`src/rtl/core/npc_pkg.sv`:
```
package npc_pkg;

   localparam int PALETTE_DEPTH_DEFAULT = 256;
   localparam int ADDRESSABLE_ENTRIES   = 256;

   localparam int COLOR_W = 8;
   localparam int INDEX_W = 8;
   localparam int COUNT_W = 9;
   // Largest distance is 3 * 255 = 765.
   localparam int DIST_W  = 10;

   localparam logic [COUNT_W-1:0] COUNT_RESET = COUNT_W'(256);
   localparam logic [DIST_W-1:0]  DIST_INIT   = '1;

   typedef enum logic {
      FUNC_WRITE = 1'b0,
      FUNC_PIXEL = 1'b1
   } func_type;

   // Pixel travelling down the cell row with its best match so far.
   typedef struct packed {
      logic               valid;
      logic [COLOR_W-1:0] red;
      logic [COLOR_W-1:0] green;
      logic [COLOR_W-1:0] blue;
      logic [DIST_W-1:0]  distance;
      logic [INDEX_W-1:0] best;
   } probe_type;

   function automatic logic [COLOR_W-1:0] abs_diff(input logic [COLOR_W-1:0] a,
                                                    input logic [COLOR_W-1:0] b);
      abs_diff = (a > b) ? (a - b) : (b - a);
   endfunction

endpackage

```
`src/rtl/core/npc_cell.sv`:
```
module npc_cell
   import npc_pkg::*;
#(
   parameter int CELL_INDEX = 0
) (
   input  logic                   clock,
   input  logic                   reset,
   input  logic                   advance,
   input  logic                   wr_en,
   input  logic [3*COLOR_W-1:0]   wr_color,
   input  logic [COUNT_W-1:0]     color_count,
   input  probe_type              up_probe,
   output probe_type              down_probe
);

   logic [3*COLOR_W-1:0] entry_ff;
   logic [DIST_W-1:0]    entry_distance;
   logic                 active;
   logic                 take;
   probe_type            probe_in;
   probe_type            probe_ff;

   // Hold this cell's palette entry {red, green, blue}.
   always_ff @(posedge clock) begin
      if (wr_en) begin
         entry_ff <= wr_color;
      end
   end

   // Manhattan distance from the passing pixel to the stored entry.
   assign entry_distance = DIST_W'(abs_diff(up_probe.red,   entry_ff[3*COLOR_W-1:2*COLOR_W]))
                         + DIST_W'(abs_diff(up_probe.green, entry_ff[2*COLOR_W-1:COLOR_W]))
                         + DIST_W'(abs_diff(up_probe.blue,  entry_ff[COLOR_W-1:0]));

   // Strictly smaller wins, so the lower index keeps ties.
   assign active = COUNT_W'(CELL_INDEX) < color_count;
   assign take   = active && (entry_distance < up_probe.distance);

   always_comb begin
      probe_in = up_probe;
      if (take) begin
         probe_in.distance = entry_distance;
         probe_in.best     = INDEX_W'(CELL_INDEX);
      end
   end

   // Advance the probe to the next cell unless the row is stalled.
   always_ff @(posedge clock) begin
      if (reset) begin
         probe_ff <= '0;
      end else if (advance) begin
         probe_ff <= probe_in;
      end
   end

   assign down_probe = probe_ff;

endmodule

```
`config.mk`:
```
export PLATFORM = sky130hd
export DESIGN_NAME = npc_cell
export DESIGN_NICKNAME = d
export VERILOG_FILES = /design/src/rtl/core/npc_pkg.sv /design/src/rtl/core/npc_cell.sv
export SDC_FILE = /design/constraint.sdc
export NUM_CORES = 1
export LEC_CHECK = 0
export ABC_CLOCK_PERIOD_IN_PS = 10900
export BUFFER_PORTS_ARGS = -buffer_cell sky130_fd_sc_hd__buf_4
export CORE_MARGIN = 2
export CORE_UTILIZATION = 40
export CTS_BUF_LIST = sky130_fd_sc_hd__clkbuf_16
export CTS_CLUSTER_DIAMETER = 30
export DETAILED_ROUTE_END_ITERATION = 10
export GPL_ROUTABILITY_DRIVEN = 1
export GPL_TIMING_DRIVEN = 0
export PLACE_DENSITY = 0.64
export RECOVER_POWER = 50
export SETUP_SLACK_MARGIN = 0.3
export SLEW_MARGIN = 20
export SYNTH_ARGS = -nofsm -noshare
export SYNTH_HDL_FRONTEND = slang
export SYNTH_SLANG_ARGS = --single-unit
```
`constraint.sdc`:
```
create_clock -name clock -period 10.9 [get_ports clock]
set_input_delay 0.545 -clock clock [delete_from_list [all_inputs] [get_ports clock]]
set_output_delay 0.545 -clock clock [all_outputs]
set_load 0.05 [all_outputs]
```
==> key figures <==
Worst setup path
  – Crit-path cells: ha_1, nand4_1, o21bai_4, a21oi_1, mux2_2, fa_1, ha_1, fa_1, a21o_1, a21oi_1, nand2b_1, a21oi_1, xor2_1, ha_1, a21o_1, a21oi_1, o21ai_0, a31oi_2, buf_2, nor2_1, a21oi_1, a211oi_1
  – Worst path max stage delay: 480 ps
  – CP Depth: 22
  – Max FO, Critical Path: 10
  – Startpoint Class: register
  – Crit path max-delay family: compound AO/OA/AOI/OAI gates
  – Slowest CP cell: fa_1
  – CP bufs+invs: 1
  – Crit. End Element: register
  – R2R depth: 22
  – Worst EP arrival: 5960 ps
  – Critical path class: register to register
  – CP most frequent cell: a21oi_1
  – Data required, critical path: 11090 ps

Floorplan
  – Io pins: 123
  – Starting density of the core: 41.1%
  – Die height: 115 um
  – Die Span X: 115 um
  – DIE AREA: 13300 sq um
  – Row count: 40
  – Core area: 12100 sq um

Pwr
  – Total power: 1.61 mW
  – VDD IR max: 0.000110 V
  – Sw Share: 46.0%
  – Reg power frac: 20.1%
  – Leak Pwr: 3.06 nW
  – Total power per unit cell area: 257 nW/um^2
  – Clock share of power: 15.5%
  – Internal: 0.870 mW
  – P_sw: 0.741 mW
  – Logic pwr share: 64.4%

Clocking
  – Clock Path Buffers: 2
  – Clk sink count: 67
  – Num CTS Buffers: 9
  – CTS tree: done
  – Number of gates resized after CTS: 0
  – Hold_buf cts: 0
  – Reg clk slew, reported paths: 50 ps
  – Worst-Skew Late Latency: 330 ps
  – Buffer count from post-CTS setup fixing: 0
  – Root Buffer Master: clkbuf_16
  – H-tree depth: 3

Route
  – Number of remaining DRC errors: 0
  – Via count: 4040
  – DR iter-0 viols: 176
  – Via density: 4.89
  – Remaining antenna violation count: 0
  – WL per Instance: 14.0 um
  – Pre-Repair DR Iteration Count: 4
  – WL final: 11.5 mm

Run
  – Max cap viols: 0

Min path
  – Hold Crit Class: input port to register
  – Hold depth: 1

Timing
  – Fmax: 173 MHz
  – Final Cycle Share: 52.9%
  – Final Critical Period: 5770 ps
  – Endpoints failing setup: 0
  – Setup TNS: 0 ps
  – Fin Hold WS: 412 ps
  – Rel. slew slack: 7.85%
  – Least-Margin Pin Slew: 1380 ps
  – Final hold violations: 0
  – RSZ-0062 raised after global routing: false
  – Max Transition Viols Final: 0
  – Clk_skew: 3.42 ps

Global route
  – GRT overflow: 0
  – Initial antenna violation count: 0
  – Total GRT Usage: 18.3%
  – Vias in the first global route: 4039
  – First-pass GRT wire length: 19.3 mm
  – Largest net degree at the start of global routing: 25

Synthesis
  – Adder-cell share of the synthesized area: 21.5%
  – Post-synthesis sequential area ratio: 31.9%
  – Top cell type's share of synthesized area: 17.4%
  – YS warnings: 0
  – Prevailing post-synth register cell: dfxtp_1
  – Seq cells post-synth: 67
  – Library cells used by synthesis: 54
  – Post-Synth XOR/XNOR Area: 4.24%
  – Async S/R FF share, synth: 0%
  – Most common cell in the netlist: inv_1
  – Syn_nets: 678
  – Cells after synthesis: 522
  – Main combinational cell family by area after synthesis: adder cells
  – Post-Synth Simple-Gate Area: 10.2%
  – Mux share of post-synthesis cell area: 9.75%
  – Synth top cells by count: 78 x inv_1, 61 x ha_1, 46 x nor2_1
  – EDFF count, synth: 24
  – Cell Area, Synth: 4960 sq um
  – Area contributors post-synth: dfxtp_1 17%, ha_1 15%, edfxtp_1 15%
  – Compound-Gate Fraction of Synth Area: 15.0%
  – Area leader, netlist: dfxtp_1
  – Mean post-synth cell area: 9.49 sq um

Cells and area
  – Fin nets: 809
  – ANT cells: 0
  – Finished Cell Area: 6260 sq um
  – Share of layout cells above drive strength 1: 21.3%
  – Synth-to-layout area growth: 26.3%

Placement
  – Dpl cell area: 6070 sq um
  – I/O Buffers: 120
  – GPL Wtd Cong: 0.859
  – Hpwl dp: 9.47 mm

Outcome
  – Outcome: completed
-- layout make-up --
class,instances,area (sq um)
well taps,168,210
fillers,1155,5800
clock inverters,7,28.8
flip-flops and latches,67,1580
inverters,78,293
multi-input cells,359,3010
plain buffers,18,73.8
clock buffers,9,225
repair buffers,120,841
-- flip-flops by register name, indices dropped and copies added (netlist names) --
signal	cells
entry_ff	24
down_probe	43
-- worst register-to-register path, cell delays in order, from the launching register on --
cell and delay (ps):
edfxtp_1 400, ha_1 390, nand4_1 180, o21bai_4 230, a21oi_1 430, mux2_2 440
fa_1 480, ha_1 240, fa_1 410, a21o_1 170, a21oi_1 190, nand2b_1 150
a21oi_1 90, xor2_1 200, ha_1 270, a21o_1 160, a21oi_1 130, o21ai_0 130
a31oi_2 330, buf_2 270, nor2_1 60, a21oi_1 170, a211oi_1 100
-- power groups by stage --
| stage | clock, mW | sequential, mW | combinational (mW) |
|---|---|---|---|
| after global routing | 0.267 | 0.329 | 1.17 |
| after CTS | 0.256 | 0.325 | 1.05 |
| after detailed placement | 0 | 0.330 | 1.04 |
| after floorplan | 0 | 0.441 | 0.690 |
| after global placement | 0 | 0.328 | 1.02 |
| final | 0.250 | 0.324 | 1.04 |
-- path summary, 6_finish.rpt --
path	to	startpoint	slack, ps
max	down_probe[14]	entry_ff[14]	5130
min reg2reg	down_probe[0]	down_probe[0]	470
max reg2reg	down_probe[14]	entry_ff[14]	5130
min	entry_ff[4]	wr_color[4]	410
-- logic make-up (layout without fill, tap and decap cells) --
family | after synthesis | in the layout
adder cells (fa/ha/maj) | 76 | 76
flip-flops | 67 | 67
buffers and inverters | 96 | 232
AO/OA/AOI/OAI | 109 | 109
AND/OR/NAND/NOR | 104 | 104
multiplexers | 46 | 46
XOR/XNOR | 24 | 24
-- cell usage in the layout (no fill, tap or decap), types with 9 or more instances in the layout --
cell type / n
fa_1: 15
clkbuf_16: 9
clkbuf_4: 24
o21ai_0: 9
xor2_1: 9
a211oi_1: 10
nand3_1: 14
nor2_1: 46
a21oi_1: 38
ha_1: 61
a21o_1: 14
buf_4: 80
clkbuf_1: 29
xnor2_1: 15
mux2i_1: 37
nand2b_1: 14
edfxtp_1: 24
inv_1: 81
dfxtp_1: 43
-- metal layers --
metal | GRT usage [%] | wire [um]
met1 | 24.2 | 5380
met2 | 30.3 | 5380
met3 | 3.69 | 628
met4 | 5.14 | 140
met5 | 0 | 0
-- stage by stage --
step	cells	util, %	setup WS [ps]
after detailed placement	810	50.3	4860
final	826	51.9	5130
after global placement	810	50.3	4970
after global routing	826	51.9	4680
after floorplan	522	-	5510
after CTS	826	52.4	5110
No activity file was read; power rests on OpenSTA's default activity.
